$ cat src/assert_macros.svh
`ifndef ASSERT_MACROS_SVH
`define ASSERT_MACROS_SVH

// Checks a property on every rising clock edge outside of reset.
`define EFG_ASSERT(name, prop, msg) \
   name: assert property (@(posedge clock) disable iff (reset) (prop)) \
      else $error(msg);

// Checks that a condition implies an expectation in the same cycle.
`define EFG_ASSERT_IMPL(name, cond, conseq, msg) \
   name: assert property (@(posedge clock) disable iff (reset) (cond) |-> (conseq)) \
      else $error(msg);

`endif

$ cat src/efg_pkg.sv
package efg_pkg;

   // Default depth of the queue between the front and the back.
   localparam int QueueDepth = 8;
   // One root bit per square root stage, one quotient bit per divide stage.
   localparam int SqrtSteps = 32;
   localparam int DivSteps = 31;
   localparam logic [31:0] LengthMax = 32'hFFFF_FFFF;
   localparam logic signed [31:0] NormalOne = 32'sd1073741824;

   // Classified edge, as handed from the front to the back.
   typedef struct packed {
      logic [31:0] mid_x;
      logic [31:0] mid_y;
      logic [31:0] adx;
      logic [31:0] ady;
      logic [31:0] arx;
      logic [31:0] ary;
      logic [30:0] an;
      logic [30:0] bn;
      logic        dx_neg;
      logic        dy_pos;
      logic        n1;
      logic        n2;
      logic        owner;
   } item_type;

   typedef struct packed {
      logic [63:0] rem;
      logic [63:0] root;
   } sqrt_type;

   typedef struct packed {
      logic [31:0] rem;
      logic        q;
   } div_type;

   // Everything one back stage carries.
   typedef struct packed {
      item_type    item;
      logic [63:0] a2;
      logic [63:0] b2;
      logic [63:0] na2;
      logic [63:0] nb2;
      logic [63:0] m1;
      logic [63:0] m2;
      logic        ovf;
      logic        flip;
      sqrt_type    s_sq;
      sqrt_type    n_sq;
      logic [31:0] l_norm;
      logic [31:0] rem_a;
      logic [31:0] rem_b;
      logic [30:0] dvd_a;
      logic [30:0] dvd_b;
      logic [30:0] q_a;
      logic [30:0] q_b;
   } stage_type;

   // Position of the highest set bit, zero for a zero word.
   function automatic logic [4:0] lead_one(logic [31:0] m);
      logic [4:0] pos;
      pos = '0;
      for (int i = 0; i < 32; i++) begin
         if (m[i]) begin
            pos = 5'(i);
         end
      end
      return pos;
   endfunction

   // Moves a value so that a leading one at lead lands on bit 30.
   function automatic logic [30:0] norm_shift(logic [31:0] a, logic [4:0] lead);
      logic [30:0] r;
      if (lead == 5'd31) begin
         r = a[31:1];
      end else begin
         r = 31'(a << (5'd30 - lead));
      end
      return r;
   endfunction

   // One step of the bit-pair square root; k counts from the top pair.
   function automatic sqrt_type sqrt_step(sqrt_type cur, int unsigned k);
      logic [63:0] bit_v;
      logic [63:0] trial;
      sqrt_type    nxt;
      bit_v = 64'd1 << (62 - 2 * k);
      trial = cur.root + bit_v;
      if (cur.rem >= trial) begin
         nxt.rem = cur.rem - trial;
         nxt.root = (cur.root >> 1) + bit_v;
      end else begin
         nxt.rem = cur.rem;
         nxt.root = cur.root >> 1;
      end
      return nxt;
   endfunction

   // One restoring divide step; the remainder stays below the divisor.
   function automatic div_type div_step(logic [31:0] rem, logic in_bit, logic [31:0] dsr);
      logic [32:0] shifted;
      div_type     r;
      shifted = {rem, in_bit};
      if (shifted >= {1'b0, dsr}) begin
         r.rem = 32'(shifted - {1'b0, dsr});
         r.q = 1'b1;
      end else begin
         r.rem = shifted[31:0];
         r.q = 1'b0;
      end
      return r;
   endfunction

endpackage

$ cat src/efg_queue.sv
`include "assert_macros.svh"

module efg_queue #(
   parameter int DEPTH = efg_pkg::QueueDepth
) (
   input  logic               clock,
   input  logic               reset,
   input  logic               push_valid,
   input  efg_pkg::item_type  push_item,
   input  logic               pop,
   output logic               head_valid,
   output efg_pkg::item_type  head_item
);
   localparam int PtrWidth = $clog2(DEPTH);
   localparam int CntWidth = $clog2(DEPTH + 1);

   efg_pkg::item_type   mem_ff [DEPTH];
   logic [PtrWidth-1:0] wr_ptr_ff, wr_ptr_in;
   logic [PtrWidth-1:0] rd_ptr_ff, rd_ptr_in;
   logic [CntWidth-1:0] count_ff, count_in;

   assign head_valid = count_ff != '0;
   assign head_item = mem_ff[rd_ptr_ff];

   // Pointer and fill count updates.
   always_comb begin
      wr_ptr_in = wr_ptr_ff;
      rd_ptr_in = rd_ptr_ff;
      if (push_valid) begin
         wr_ptr_in = (wr_ptr_ff == PtrWidth'(DEPTH - 1)) ? '0 : wr_ptr_ff + 1'b1;
      end
      if (pop) begin
         rd_ptr_in = (rd_ptr_ff == PtrWidth'(DEPTH - 1)) ? '0 : rd_ptr_ff + 1'b1;
      end
      count_in = count_ff + CntWidth'(push_valid) - CntWidth'(pop);
   end

   always_ff @(posedge clock) begin
      if (reset) begin
         wr_ptr_ff <= '0;
         rd_ptr_ff <= '0;
         count_ff <= '0;
      end else begin
         wr_ptr_ff <= wr_ptr_in;
         rd_ptr_ff <= rd_ptr_in;
         count_ff <= count_in;
      end
   end

   // Entry storage.
   always_ff @(posedge clock) begin
      if (push_valid) begin
         mem_ff[wr_ptr_ff] <= push_item;
      end
   end

   `EFG_ASSERT_IMPL(a_no_overflow, push_valid && !pop,
      count_ff < CntWidth'(DEPTH), "queue overflow")
   `EFG_ASSERT_IMPL(a_no_underflow, pop, count_ff != '0, "queue underflow")

endmodule

$ cat config.mk
export PLATFORM = sky130hd
export DESIGN_NAME = efg_queue
export DESIGN_NICKNAME = d
export VERILOG_FILES = /design/src/efg_pkg.sv /design/src/efg_queue.sv
export VERILOG_INCLUDE_DIRS = /design/src /design/src/src
export SDC_FILE = /design/constraint.sdc
export NUM_CORES = 1
export LEC_CHECK = 0
export BUFFER_PORTS_ARGS = -buffer_cell sky130_fd_sc_hd__buf_4
export CORE_UTILIZATION = 35
export CTS_CLUSTER_DIAMETER = 80
export DETAILED_ROUTE_END_ITERATION = 6
export HOLD_SLACK_MARGIN = 0.15
export PLACE_DENSITY = 0.61
export SYNTH_ARGS = -nofsm -noshare
export SYNTH_HDL_FRONTEND = slang
export SYNTH_SLANG_ARGS = --single-unit
export TNS_END_PERCENT = 100
$ cat constraint.sdc
create_clock -name clock -period 19.05 [get_ports clock]
set_input_delay 0 -clock clock [delete_from_list [all_inputs] [get_ports clock]]
set_output_delay 0 -clock clock [all_outputs]
set_load 0.02 [all_outputs]
======== Word level (Yosys, flattened, before mapping) ========
Memory sizes are Yosys's and may differ from the RTL's. A register that Yosys moved wholly into a read port is not among the register bits.
Index checks and enable logic that the tools add are counted.
Widths: inputs -> output; s select.
cells by class
  $add $sub $neg .......................... 4
  multiply operators ...................... 0
  divide/modulo/power cells ............... 0
  magnitude comparators ................... 0
  equal/unequal tests ..................... 2
  shifts and indexed selects .............. 0
  mux-type cells .......................... 6
  bitwise gates (word level) .............. 0
  reduce and logical (&&, ||, !) cells .... 1
operator list
  kind                 number
  $mux 3               4
  $add 3x1->3 const B  2
  $eq 3x3->1 const B   2
  $add 4x1->4          1
  $reduce_bool 4->1    1
  $sub 4x1->4          1
  $mux 1               2
word-level totals
  register bits ........................... 10
  latch bits .............................. 0
  memory bits (writable) .................. 2072
  memory bits (read-only) ................. 0
  input bits .............................. 263
  output and inout bits ................... 260
  memories kept ........................... 1
memory list
  name    depth  width  rd ports  clocked after Yosys merged registers in  wr ports  line             source
  mem_ff  8      259    1         1                                        1         efg_queue.sv:17  efg_pkg::item_type mem_ff [DEPTH];

======== Depth between registers and ports, before layout ========
  word-level depth ........................ 4
  gate-level depth with buffers ........... 7
  depth with buffers taken out ............ 7

======== Least setup slack after synthesis ========
OpenSTA, ideal clock, no wires.
  path kind ............................... reg2reg
  start point ............................. reg wr_ptr_ff[0]
  end point ............................... mem mem_ff[0][0] (netlist bit), enable pin
  library setup time ...................... 1.197 ns
  arrival ................................. 17.932 ns
  required time ........................... 17.853 ns
  slack ................................... -0.079 ns
  stages on the path, launching flop included .. 3
  buffers on the path ..................... 0
  period minus slack after synthesis ...... 19.129 ns
  path through ............................ dfxtp_1 > nand2b_1 > nor3_1
RTL lines
  item                    line             source
  start, declared         efg_queue.sv:18  logic [PtrWidth-1:0] wr_ptr_ff, wr_ptr_in;
  start signal, assigned  efg_queue.sv:44  wr_ptr_ff <= wr_ptr_in;
  end, declared           efg_queue.sv:17
No word-level cell before the write port.

==> reports/results.ini <==
[critical_path]
end_kind=output port
cp.arrival_ns=6.08
rr_worst_depth=5
start_kind=flop
r2r_end=mem_ff[2][235]
rrSetupSlack_ns=14.77
reg2reg_from=wr_ptr_ff[1]
required_ns=19.05
critPathKind=reg -> out
critPathMaxFanout=101

[sta]
finalMaxSlewViolations=0
rsz0062_at_grt=no
max_freq_ghz=0.164
worst_pin_slew_ns=1.17
finalHoldViolCount=0
slew_headroom=0.217
post-route-period-util=0.319
tns_ns=0
min_period_ns=6.08
setup_viol=0
finalClockSkew_ns=0.0270

[logic_synthesis]
syn_inst=3065
yosysMostFrequentCell=edfxtp_1
syn_nets=3338
ys.flop_type=edfxtp_1
synth_warnings=0
ys_seq_area_frac=0.800
syn_area_per_cell_um2=25.5
syn_area_um2=78100
synth_commonest_cells=edfxtp_1 (2072), mux4_2 (518), mux2_2 (259)
synth_top_area_share=0.797
synth_edf_count=2072
async_reset_ff_frac=0
netlist.top_cell.by_area=edfxtp_1
ys_seq_elements=2085
synth_area_leaders=edfxtp_1 (80%), mux4_2 (15%), mux2_2 (3.7%), buf_2 (0.43%), dfxtp_1 (0.33%)
synth.distinct_cells=25

[worst_hold_path]
hold_path_class=in -> reg
hold-path-cell-count=5
hold_end=count_ff[3]
hold_start=reset

[power_and_ir_drop]
power_density_nw_per_um2=103
total_power_mw=10.1
ir_drop_uv=108
leakage_nw=31.1

[detailed_routing]
route.vias.total=36300
dr.first_iter.drc_count=2819
drc=0
drt-vias-per-instance=4.90
wl_um=170000
dr.pass1.iters=5
wl_per_cell_um=23.0
ant_nets=0

[job]
cap_violations=0

[clocking]
clkSinkCount=2085
ctsHtreeMaxLevel=4
cts_root_buffer=clkbuf_16
clockBufferDepth=3
clk_latency_ns=0.85
cts.clk_slew.worst_paths_ns=0.06
cts_buffers=210
cts_setup_buffers=0
cts_tree=yes

[grt]
grt_start_max_net_pins=102
overflow=0
track_usage=0.150
antenna_found_initial=32
grt_pass1_vias=38500
grt_pass1_wl_um=251000

[floorplan]
rows=173
fp.dieW_um=474
die-area_um2=225000
core_um2=222000
ios=523
initial_utilization=0.352
die_h_um=474

[cells_and_area]
syn2layout_area_growth_pct=25.3
fillers=18800
final_nets=4518
layout-drive-gt1-share=0.376

[placement]
numPortBuffers=522
dp_hpwl_um=93200
place_congestion=0.712

[run_status]
outcome=complete, no violations

metrics by stage:
stage	util	cells	hold slack [ns]	instance area, um^2	worst slack [ns]
after global routing	0.441	7403	0.215	97800	12.32
final	0.441	7410	0.260	97900	12.97
after CTS	0.440	7393	0.155	97800	12.66
after detailed placement	0.386	6482	0.235	85700	13.61
after floorplan	-	3065	0.0989	78100	6.89
after global placement	0.386	6482	0.231	85700	13.62
power by group:
part           switching (mW)  internal, mW
combinational           0.425         0.400
sequential             0.0255          5.14
clock                    1.72          2.34
total                    2.17          7.88
worst max path at each step:
stage | end | cells past startpoint
5_1_grt | head_item[153] | 7
3_3_place_gp | head_item[19] | 7
3_5_place_dp | head_item[128] | 7
2_1_floorplan | mem_ff[4][0] | 2
4_1_cts | head_item[128] | 7
6_report | head_item[24] | 7
final cells by class:
cell class	instances	area, um^2	area share
Antenna cell	16	40.0	0.000409
Timing Repair Buffer	1114	9750	0.0997
Sequential cell	2085	62500	0.639
Inverter	7	26.3	0.000269
Tap cell	2975	3720	0.0380
Clock inverter	124	1310	0.0133
Clock buffer	262	5510	0.0563
Multi-Input combinational cell	827	15000	0.153
worst max-delay path, cell delays in order (launching register included):
cell	delay [ns]
dfxtp_4	0.72
buf_12	0.55
buf_4	0.69
buf_4	0.89
buf_4	0.84
mux4_2	0.60
mux2_2	0.33
buf_4	0.17
metal layers:
layer  up-vias  global-route usage  routed length (um)
met4        38              0.0405                3350
li1      15600                   -                   -
met2       966               0.236               81200
met3       263              0.0437               12300
met1     19400               0.202               73100
met5         -                   0                 228
placed cells by master, fill, tap and decap left out, types with 2 or more instances in the layout:
master         Yosys  final
clkinvlp_4         0      2
diode_2            0     16
dlygate4sd3_1      0    526
clkbuf_1          64     48
dfxtp_4            0      3
clkinv_1           0     54
nand2b_1           6      6
inv_6              0      7
clkinv_16          0      4
mux2i_1            2      2
buf_12             0      6
inv_16             0      2
inv_1              7      7
nor2b_1            3      3
buf_4              0    582
clkinv_2           0     27
nand2_1            3      3
mux2_2           259    259
clkbuf_16          0    212
clkbuf_8           0      2
nand3b_1           2      2
ha_1               9      9
bufinv_16          0     21
clkinv_8           0      5
nor2_4             0      6
edfxtp_1        2072   2072
a21oi_1            5      5
nor3_4             0      2
nand3_1            2      2
mux4_2           518    518
dfxtp_1           13     10
nor2_1            11      5
flip-flops by register name, indices dropped and copies added (netlist names), named ones only:
name	cells
rd_ptr_ff	3
count_ff	4
mem_ff	2072
wr_ptr_ff	3
what timing repair did:
item,4_1_cts,5_1_grt
hold buffers,525,1
resized for setup,0,0
endpoints found under the hold margin,2137,1
cell families (layout without fill, tap and decap cells):
logic type	count (synthesis)	after routing	share of synthesized area
buffers and inverters	153	1507	0.00883
adder cells (fa/ha/maj)	10	10	0.00170
AND/OR/NAND/NOR	30	30	0.00194
AO/OA/AOI/OAI	7	7	0.000497
XOR/XNOR	1	1	0.000112
other	0	16	0
flip-flops	2085	2085	0.800
multiplexers	779	779	0.187
No activity file was read; power rests on OpenSTA's default activity.
