$ cat src/assert_macros.svh
`ifndef ASSERT_MACROS_SVH
`define ASSERT_MACROS_SVH

// Checks a property on every rising clock edge outside of reset.
`define EFG_ASSERT(name, prop, msg) \
   name: assert property (@(posedge clock) disable iff (reset) (prop)) \
      else $error(msg);

// Checks that a condition implies an expectation in the same cycle.
`define EFG_ASSERT_IMPL(name, cond, conseq, msg) \
   name: assert property (@(posedge clock) disable iff (reset) (cond) |-> (conseq)) \
      else $error(msg);

`endif

$ cat src/efg_pkg.sv
package efg_pkg;

   // Default depth of the queue between the front and the back.
   localparam int QueueDepth = 8;
   // One root bit per square root stage, one quotient bit per divide stage.
   localparam int SqrtSteps = 32;
   localparam int DivSteps = 31;
   localparam logic [31:0] LengthMax = 32'hFFFF_FFFF;
   localparam logic signed [31:0] NormalOne = 32'sd1073741824;

   // Classified edge, as handed from the front to the back.
   typedef struct packed {
      logic [31:0] mid_x;
      logic [31:0] mid_y;
      logic [31:0] adx;
      logic [31:0] ady;
      logic [31:0] arx;
      logic [31:0] ary;
      logic [30:0] an;
      logic [30:0] bn;
      logic        dx_neg;
      logic        dy_pos;
      logic        n1;
      logic        n2;
      logic        owner;
   } item_type;

   typedef struct packed {
      logic [63:0] rem;
      logic [63:0] root;
   } sqrt_type;

   typedef struct packed {
      logic [31:0] rem;
      logic        q;
   } div_type;

   // Everything one back stage carries.
   typedef struct packed {
      item_type    item;
      logic [63:0] a2;
      logic [63:0] b2;
      logic [63:0] na2;
      logic [63:0] nb2;
      logic [63:0] m1;
      logic [63:0] m2;
      logic        ovf;
      logic        flip;
      sqrt_type    s_sq;
      sqrt_type    n_sq;
      logic [31:0] l_norm;
      logic [31:0] rem_a;
      logic [31:0] rem_b;
      logic [30:0] dvd_a;
      logic [30:0] dvd_b;
      logic [30:0] q_a;
      logic [30:0] q_b;
   } stage_type;

   // Position of the highest set bit, zero for a zero word.
   function automatic logic [4:0] lead_one(logic [31:0] m);
      logic [4:0] pos;
      pos = '0;
      for (int i = 0; i < 32; i++) begin
         if (m[i]) begin
            pos = 5'(i);
         end
      end
      return pos;
   endfunction

   // Moves a value so that a leading one at lead lands on bit 30.
   function automatic logic [30:0] norm_shift(logic [31:0] a, logic [4:0] lead);
      logic [30:0] r;
      if (lead == 5'd31) begin
         r = a[31:1];
      end else begin
         r = 31'(a << (5'd30 - lead));
      end
      return r;
   endfunction

   // One step of the bit-pair square root; k counts from the top pair.
   function automatic sqrt_type sqrt_step(sqrt_type cur, int unsigned k);
      logic [63:0] bit_v;
      logic [63:0] trial;
      sqrt_type    nxt;
      bit_v = 64'd1 << (62 - 2 * k);
      trial = cur.root + bit_v;
      if (cur.rem >= trial) begin
         nxt.rem = cur.rem - trial;
         nxt.root = (cur.root >> 1) + bit_v;
      end else begin
         nxt.rem = cur.rem;
         nxt.root = cur.root >> 1;
      end
      return nxt;
   endfunction

   // One restoring divide step; the remainder stays below the divisor.
   function automatic div_type div_step(logic [31:0] rem, logic in_bit, logic [31:0] dsr);
      logic [32:0] shifted;
      div_type     r;
      shifted = {rem, in_bit};
      if (shifted >= {1'b0, dsr}) begin
         r.rem = 32'(shifted - {1'b0, dsr});
         r.q = 1'b1;
      end else begin
         r.rem = shifted[31:0];
         r.q = 1'b0;
      end
      return r;
   endfunction

endpackage

$ cat src/efg_req_if.sv
interface efg_req_if;
   logic               valid;
   logic               ready;
   logic signed [31:0] start_x;
   logic signed [31:0] start_y;
   logic signed [31:0] end_x;
   logic signed [31:0] end_y;
   logic signed [31:0] owner_center_x;
   logic signed [31:0] owner_center_y;
   logic               has_owner;

   modport source (
      output valid, start_x, start_y, end_x, end_y, owner_center_x, owner_center_y,
             has_owner,
      input  ready
   );
   modport sink (
      input  valid, start_x, start_y, end_x, end_y, owner_center_x, owner_center_y,
             has_owner,
      output ready
   );
endinterface

$ cat src/efg_front.sv
module efg_front #(
   parameter int QUEUE_DEPTH = efg_pkg::QueueDepth
) (
   input  logic               clock,
   input  logic               reset,
   efg_req_if.sink            req_if,
   input  logic               pop,
   output logic               push_valid,
   output efg_pkg::item_type  push_item
);
   localparam int OccWidth = $clog2(QUEUE_DEPTH + 1);

   typedef struct packed {
      logic signed [32:0] dx;
      logic signed [32:0] dy;
      logic signed [32:0] sumx;
      logic signed [32:0] sumy;
      logic [31:0]        cx;
      logic [31:0]        cy;
      logic               owner;
   } f1_type;

   typedef struct packed {
      logic [31:0] adx;
      logic [31:0] ady;
      logic [31:0] mx;
      logic [31:0] my;
      logic [31:0] cx;
      logic [31:0] cy;
      logic        dx_neg;
      logic        dy_pos;
      logic        owner;
   } f2_type;

   typedef struct packed {
      logic [31:0]        adx;
      logic [31:0]        ady;
      logic [31:0]        mx;
      logic [31:0]        my;
      logic signed [32:0] rx;
      logic signed [32:0] ry;
      logic [31:0]        m;
      logic               dx_neg;
      logic               dy_pos;
      logic               owner;
   } f3_type;

   typedef struct packed {
      logic [31:0] adx;
      logic [31:0] ady;
      logic [31:0] mx;
      logic [31:0] my;
      logic [31:0] arx;
      logic [31:0] ary;
      logic [4:0]  lead;
      logic        rx_neg;
      logic        ry_neg;
      logic        dx_neg;
      logic        dy_pos;
      logic        owner;
   } f4_type;

   logic [OccWidth-1:0] occ_ff, occ_in;
   logic [4:0]          valid_ff, valid_in;
   logic                accept;
   f1_type              f1_ff, f1_in;
   f2_type              f2_ff, f2_in;
   f3_type              f3_ff, f3_in;
   f4_type              f4_ff, f4_in;
   efg_pkg::item_type   f5_ff, f5_in;

   // Credits cover every request in the front stages and in the queue.
   assign req_if.ready = occ_ff < OccWidth'(QUEUE_DEPTH);
   assign accept = req_if.valid && req_if.ready;
   assign occ_in = occ_ff + OccWidth'(accept) - OccWidth'(pop);
   assign valid_in = {valid_ff[3:0], accept};

   // Differences and endpoint sums.
   always_comb begin
      f1_in.dx = {req_if.end_x[31], req_if.end_x} - {req_if.start_x[31], req_if.start_x};
      f1_in.dy = {req_if.end_y[31], req_if.end_y} - {req_if.start_y[31], req_if.start_y};
      f1_in.sumx = {req_if.end_x[31], req_if.end_x} + {req_if.start_x[31], req_if.start_x};
      f1_in.sumy = {req_if.end_y[31], req_if.end_y} + {req_if.start_y[31], req_if.start_y};
      f1_in.cx = req_if.owner_center_x;
      f1_in.cy = req_if.owner_center_y;
      f1_in.owner = req_if.has_owner;
   end

   // Magnitudes, signs and the floored midpoint.
   always_comb begin
      f2_in.adx = f1_ff.dx[32] ? 32'(-f1_ff.dx) : f1_ff.dx[31:0];
      f2_in.ady = f1_ff.dy[32] ? 32'(-f1_ff.dy) : f1_ff.dy[31:0];
      f2_in.mx = f1_ff.sumx[32:1];
      f2_in.my = f1_ff.sumy[32:1];
      f2_in.cx = f1_ff.cx;
      f2_in.cy = f1_ff.cy;
      f2_in.dx_neg = f1_ff.dx[32];
      f2_in.dy_pos = !f1_ff.dy[32] && (f1_ff.dy != '0);
      f2_in.owner = f1_ff.owner;
   end

   // Offset from the owner centroid and the larger magnitude.
   always_comb begin
      f3_in.adx = f2_ff.adx;
      f3_in.ady = f2_ff.ady;
      f3_in.mx = f2_ff.mx;
      f3_in.my = f2_ff.my;
      f3_in.rx = {f2_ff.mx[31], f2_ff.mx} - {f2_ff.cx[31], f2_ff.cx};
      f3_in.ry = {f2_ff.my[31], f2_ff.my} - {f2_ff.cy[31], f2_ff.cy};
      f3_in.m = (f2_ff.adx >= f2_ff.ady) ? f2_ff.adx : f2_ff.ady;
      f3_in.dx_neg = f2_ff.dx_neg;
      f3_in.dy_pos = f2_ff.dy_pos;
      f3_in.owner = f2_ff.owner;
   end

   // Offset magnitudes and the leading one of the larger magnitude.
   always_comb begin
      f4_in.adx = f3_ff.adx;
      f4_in.ady = f3_ff.ady;
      f4_in.mx = f3_ff.mx;
      f4_in.my = f3_ff.my;
      f4_in.arx = f3_ff.rx[32] ? 32'(-f3_ff.rx) : f3_ff.rx[31:0];
      f4_in.ary = f3_ff.ry[32] ? 32'(-f3_ff.ry) : f3_ff.ry[31:0];
      f4_in.lead = efg_pkg::lead_one(f3_ff.m);
      f4_in.rx_neg = f3_ff.rx[32];
      f4_in.ry_neg = f3_ff.ry[32];
      f4_in.dx_neg = f3_ff.dx_neg;
      f4_in.dy_pos = f3_ff.dy_pos;
      f4_in.owner = f3_ff.owner;
   end

   // Normalized components and the signs of the two orientation products.
   always_comb begin
      f5_in.mid_x = f4_ff.mx;
      f5_in.mid_y = f4_ff.my;
      f5_in.adx = f4_ff.adx;
      f5_in.ady = f4_ff.ady;
      f5_in.arx = f4_ff.arx;
      f5_in.ary = f4_ff.ary;
      f5_in.an = efg_pkg::norm_shift(f4_ff.adx, f4_ff.lead);
      f5_in.bn = efg_pkg::norm_shift(f4_ff.ady, f4_ff.lead);
      f5_in.dx_neg = f4_ff.dx_neg;
      f5_in.dy_pos = f4_ff.dy_pos;
      f5_in.n1 = (f4_ff.ady != '0) && (f4_ff.arx != '0) && (f4_ff.dy_pos != f4_ff.rx_neg);
      f5_in.n2 = (f4_ff.adx != '0) && (f4_ff.ary != '0) && (f4_ff.dx_neg != f4_ff.ry_neg);
      f5_in.owner = f4_ff.owner;
   end

   assign push_valid = valid_ff[4];
   assign push_item = f5_ff;

   // Control state.
   always_ff @(posedge clock) begin
      if (reset) begin
         occ_ff <= '0;
         valid_ff <= '0;
      end else begin
         occ_ff <= occ_in;
         valid_ff <= valid_in;
      end
   end

   // Payload stages run freely; credits keep the queue from overflowing.
   always_ff @(posedge clock) begin
      f1_ff <= f1_in;
      f2_ff <= f2_in;
      f3_ff <= f3_in;
      f4_ff <= f4_in;
      f5_ff <= f5_in;
   end

endmodule

$ cat src/flat_wrapper.sv
// flat-port wrapper written by rule: the top's interface ports become plain ports
module efg_front_flat 
#(
   parameter int QUEUE_DEPTH = efg_pkg::QueueDepth
)
  (clock, reset, pop, push_valid, push_item, req_if_valid, req_if_start_x, req_if_start_y, req_if_end_x, req_if_end_y, req_if_owner_center_x, req_if_owner_center_y, req_if_has_owner, req_if_ready);
  efg_req_if req_if_i ();
  input  logic clock;
  input  logic reset;
  input  logic pop;
  output logic push_valid;
  output efg_pkg::item_type push_item;
  input wire logic [$bits(req_if_i.valid)-1:0] req_if_valid;
  input wire logic [$bits(req_if_i.start_x)-1:0] req_if_start_x;
  input wire logic [$bits(req_if_i.start_y)-1:0] req_if_start_y;
  input wire logic [$bits(req_if_i.end_x)-1:0] req_if_end_x;
  input wire logic [$bits(req_if_i.end_y)-1:0] req_if_end_y;
  input wire logic [$bits(req_if_i.owner_center_x)-1:0] req_if_owner_center_x;
  input wire logic [$bits(req_if_i.owner_center_y)-1:0] req_if_owner_center_y;
  input wire logic [$bits(req_if_i.has_owner)-1:0] req_if_has_owner;
  output wire logic [$bits(req_if_i.ready)-1:0] req_if_ready;
  assign req_if_i.valid = req_if_valid;
  assign req_if_i.start_x = req_if_start_x;
  assign req_if_i.start_y = req_if_start_y;
  assign req_if_i.end_x = req_if_end_x;
  assign req_if_i.end_y = req_if_end_y;
  assign req_if_i.owner_center_x = req_if_owner_center_x;
  assign req_if_i.owner_center_y = req_if_owner_center_y;
  assign req_if_i.has_owner = req_if_has_owner;
  assign req_if_ready = req_if_i.ready;
  efg_front #(.QUEUE_DEPTH(QUEUE_DEPTH)) u_core (.clock(clock), .reset(reset), .req_if(req_if_i), .pop(pop), .push_valid(push_valid), .push_item(push_item));
endmodule
$ cat config.mk
export PLATFORM = sky130hd
export DESIGN_NAME = efg_front_flat
export DESIGN_NICKNAME = d
export VERILOG_FILES = /design/src/assert_macros.svh /design/src/efg_pkg.sv /design/src/efg_req_if.sv /design/src/efg_front.sv /design/src/flat_wrapper.sv
export SDC_FILE = /design/constraint.sdc
export NUM_CORES = 1
export LEC_CHECK = 0
export BUFFER_PORTS_ARGS = -buffer_cell sky130_fd_sc_hd__buf_2
export CELL_PAD_IN_SITES_DETAIL_PLACEMENT = 1
export CELL_PAD_IN_SITES_GLOBAL_PLACEMENT = 2
export CORE_ASPECT_RATIO = 0.6
export CORE_UTILIZATION = 32
export DETAILED_ROUTE_END_ITERATION = 16
export PLACE_DENSITY = 0.74
export SYNTH_ARGS = -nofsm -noshare
export SYNTH_HDL_FRONTEND = slang
export SYNTH_SLANG_ARGS = --single-unit
$ cat constraint.sdc
create_clock -name clock -period 4.29 [get_ports clock]
set_input_delay 0.6435 -clock clock [delete_from_list [all_inputs] [get_ports clock]]
set_output_delay 0.6435 -clock clock [all_outputs]
set_load 0.05 [all_outputs]
==> Word-level counts from Yosys, hierarchy flattened <==
Index checks and enable logic that the tools add are counted.
{ "word_totals": {"output_inout_bits": 261, "input_bits": 197, "elab_cells": 130, "regBits": 1091} }
{ "classes": {"n_reduce_logical": 16, "n_lt_le_gt_ge": 2, "mux": 37, "shifts": 2, "addsub": 13, "n_eq_ne": 3} }
{ "op_table": {"columns": ["op", "n"], "rows": [
  ["32-bit 2-to-1 mux", 5],
  ["32-bit by 32-bit subtractor with 33-bit output", 4],
  ["32-bit negation", 4],
  ["32-bit nonzero test", 4],
  ["32-bit by 32-bit adder with 33-bit output", 2],
  ["4-bit 2-to-1 mux", 16],
  ["32-bit by 5-bit left shift with 31-bit output", 2],
  ["31-bit 2-to-1 mux", 2],
  ["33-bit nonzero test", 1],
  ["32-bit greater-or-equal comparator", 1],
  ["3-bit 2-to-1 mux", 8],
  ["16-bit OR reduction", 1],
  ["2-bit 2-to-1 mux", 4],
  ["8-bit OR reduction", 1],
  ["1-bit logical AND", 6],
  ["5-bit equality test (second input constant)", 1],
  ["5-bit subtractor (first input constant)", 1],
  ["4-bit by 1-bit adder with 4-bit output", 1],
  ["4-bit less-than comparator (second input constant)", 1],
  ["4-bit OR reduction", 1],
  ["4-bit by 1-bit subtractor with 4-bit output", 1],
  ["1-bit 2-to-1 mux", 2],
  ["1-bit != test", 2],
  ["2-bit OR reduction", 1],
  ["1-bit zero test", 1]
]} }

==> Logic depth before layout (Yosys ltp) <==
{ "depth": {"ltp_word": 30, "depth_mapped": 13, "mapped_depth_nobuf": 12} }

==> Worst setup path after synthesis <==
Ideal clock, no wire load.
{ "synth_path": {"path_kind": "input port to flip-flop", "startpoint": "in req_if_start_x[16]", "endpoint": "reg u_core.f1_ff[193] (netlist name)", "path_buffers": 1, "cell_stages": 12, "t_required_ns": 4.211, "path_slack_ns": 0.787, "t_arrival_ns": 3.423, "setup_time_ns": 0.079, "cell_sequence": "inv_1 ha_1 clkbuf_1 and3_1 and3_1 a221o_1 or3_1 o31ai_1 nand2_1 a31oi_1 or4b_2 o211ai_1"} }
{ "synth_rtl": {"columns": ["element", "line_no", "text"], "rows": [
  ["start: declaration", "flat_wrapper.sv:14", "input wire logic [$bits(req_if_i.start_x)-1:0] req_if_start_x;"],
  ["end signal: assignment", "efg_front.sv:165", "f1_ff <= f1_in;"],
  ["end: declaration", "efg_front.sv:66", "f1_type f1_ff, f1_in;"]
]} }

==> results.cfg <==
[status]
status = finished, final reports clean

[clock_network]
post_cts_buffers = 0
htree_levels = 3
clockRootBuffer = clkbuf_16
ctsResizeCount = 0
path_clk_slew_ps = 60
cts_inserted_buffers = 104
clock_path_buffers = 3
clock-sinks = 1088
cts_tree = yes
clk_latency_ps = 720

[finish]
final_common_cell = dfxtp_1
final_area_um2 = 48600
drive_above_1_share = 0.179
fin_nets = 4847
final_cell_mix = 1086 x dfxtp_1, 457 x buf_2, 274 x inv_1, 271 x nor2_1, 244 x a21oi_1
areaGrowthSynthToFinish_pct = 21.5
fin_cells = 6191

[pwr]
leakage_nw = 21.2
power_switching_mw = 17.1
pwr-share-clk = 0.235
p_total_mw = 41.1
netSwitchingFraction = 0.416
power_frac_comb = 0.379
ir_worst_vdd_uv = 478
internal-power_mw = 24.0
seqPwrFrac = 0.386
power.density_nw_per_um2 = 846

[logic_synthesis]
synth_ff_type = dfxtp_1
synthCells = 3865
synthesis.nets = 4302
synth_seq_area_share = 0.545
syn_area_per_cell_um2 = 10.3
async_reset_ff_frac = 0
yosys_warnings = 0
synthDistinctLibCells = 67
synth_area_um2 = 40000
ys_seq_elements = 1088
synth-edff-count = 0

[detailed_routing]
drt_first_pass_iters = 5
drt_iter0_drc = 1681
wire_per_inst_um = 20.4
ant_nets = 0
drc = 0
via_per_inst = 4.78
vias = 29600
drt_wl_total_mm = 126

[floorplanning]
core_um2 = 124000
die_h_um = 276
dieArea_um2 = 126000
ios = 458
start_util = 0.323
std_cell_rows = 100
dieWidth_um = 458

[place]
gp_congestion = 0.872
numPortBuffers = 457
placed_area_um2 = 44400
place_hpwl_mm = 97.0
dp_slack_ps = 235
placed_cells = 5931

[global_routing]
antenna_found_initial = 20
grt_max_degree = 65
grt_pass1_wl_mm = 186
grt_pass1_vias = 29500
grt_overflow = 0
grtUsageTotal = 0.194

[timing]
slew_violations = 0
max_slew_margin = 0.250
clock.fmax_ghz = 0.273
tns_ps = 0
finalSetupViolations = 0
worst_pin_slew_ps = 1120
period_share = 0.853
final_hold_viol_count = 0
rsz0062_at_grt = false
setup_slack_ps = 630
skew_ps = 25.9
min_period_ps = 3660

[setup_path]
cp_max_fo = 3
crit_required_ps = 4870
reg2reg_from = u_core.f2_ff[99]
crit_type = reg -> reg
arrival_ps = 4240
startpoint_type = register
rrSetupSlack_ps = 630
crit_path_start = u_core.f2_ff[99]
end_kind = register
r2r_cells = 12
rr_endpoint = u_core.f3_ff[98]

[worst_hold_path]
holdPathStages = 1
hp-class = in -> reg
hp-start = req_if_owner_center_x[28]
min_to = u_core.f1_ff[61]

[job]
drv_cap = 0
==> cell usage after synthesis, types with 42 or more instances <==
master / count / share of area
a21o_1: 55 / 0.010
a21oi_1: 244 / 0.031
clkbuf_1: 110 / 0.010
dfxtp_1: 1088 / 0.54
ha_1: 233 / 0.073
inv_1: 274 / 0.026
mux2_2: 53 / 0.015
mux2i_1: 59 / 0.015
nand2_1: 239 / 0.022
nand3_1: 49 / 0.0061
nor2_1: 271 / 0.025
nor2b_1: 42 / 0.0066
nor3_1: 76 / 0.0095
nor4_1: 54 / 0.0084
o21ai_0: 197 / 0.025
o31ai_1: 52 / 0.0098
xnor2_1: 239 / 0.052
==> sequential cells by signal, summed over array words and instances, names as in the netlist <==
name	cells
u_core.push_item	259
u_core.f3_ff	228
u_core.f4_ff	202
u_core.f2_ff	195
u_core.f1_ff	195
u_core.valid_ff	5
u_core.occ_ff	4
==> layer usage <==
layer | vias to the layer above | share of wire | global-route usage | wire (µm)
met4 | 4 | 0.017 | 0.0442 | 2170
met5 | - | 0.00019 | 0 | 24
met2 | 637 | 0.42 | 0.287 | 53300
met1 | 14400 | 0.52 | 0.293 | 65000
met3 | 141 | 0.045 | 0.0309 | 5650
li1 | 14400 | - | - | -
==> layout make-up <==
cell class / count / area [µm²]
Fill cell: 13800 / 75400
Tap cell: 1683 / 2110
Sequential cell: 1088 / 21800
Clock inverter: 66 / 826
Inverter: 275 / 1030
Antenna cell: 11 / 27.5
Multi-Input combinational cell: 2377 / 16800
Timing Repair Buffer: 564 / 3240
Clock buffer: 127 / 2790
==> what timing repair did <==
item                                    CTS  global route
hold buffers                             55             1
endpoints found under the setup margin    0             0
endpoints found under the hold margin    55             1
==> how the worst max path moves through the flow <==
stage                              endpoint  depth (start not counted)  slack (ps)
after floorplan           u_core.f1_ff[193]                         12         790
after global placement    u_core.f1_ff[193]                         12         330
after detailed placement  u_core.f1_ff[193]                         11         240
after CTS                  u_core.f4_ff[41]                          8         730
after global routing       u_core.f3_ff[98]                         12         530
final                      u_core.f3_ff[98]                         12         630
==> kinds of logic after synthesis <==
| group | share of synthesized area |
|---|---|
| xor+xnor | 0.0609 |
| buf+inv | 0.0375 |
| simple gates | 0.110 |
| fa+ha+maj | 0.0764 |
| mux | 0.0432 |
| flops | 0.545 |
| compound gates | 0.128 |
==> power groups by stage <==
| stage | combinational (mW) | sequential (mW) | clock (mW) |
|---|---|---|---|
| detailed placement | 15.3 | 16.0 | 0 |
| global placement | 15.3 | 16.0 | 0 |
| global route | 16.7 | 16.2 | 10.4 |
| floorplan | 7.72 | 18.2 | 0 |
| finish | 15.6 | 15.8 | 9.65 |
| CTS | 15.5 | 15.9 | 9.96 |
==> critical path: stages (launching register included) <==
cell     delay, ps
dfxtp_1        320
inv_1           60
ha_1           180
fa_1           240
nor2b_1         70
o31a_1         290
o31ai_1        520
a21oi_1        380
o21ai_0        480
a21oi_1        260
o41a_1         480
mux2i_1        170
nand2_1         70
==> through the flow <==
| stage | utilization | hold slack, ps |
|---|---|---|
| CTS | 0.391 | 1.15 |
| detailed placement | 0.358 | 313 |
| floorplan | - | 310 |
| finish | 0.392 | 64.9 |
| global route | 0.392 | 5.47 |
| global placement | 0.358 | 310 |
Note: power is estimated with default switching activity, not from simulation.
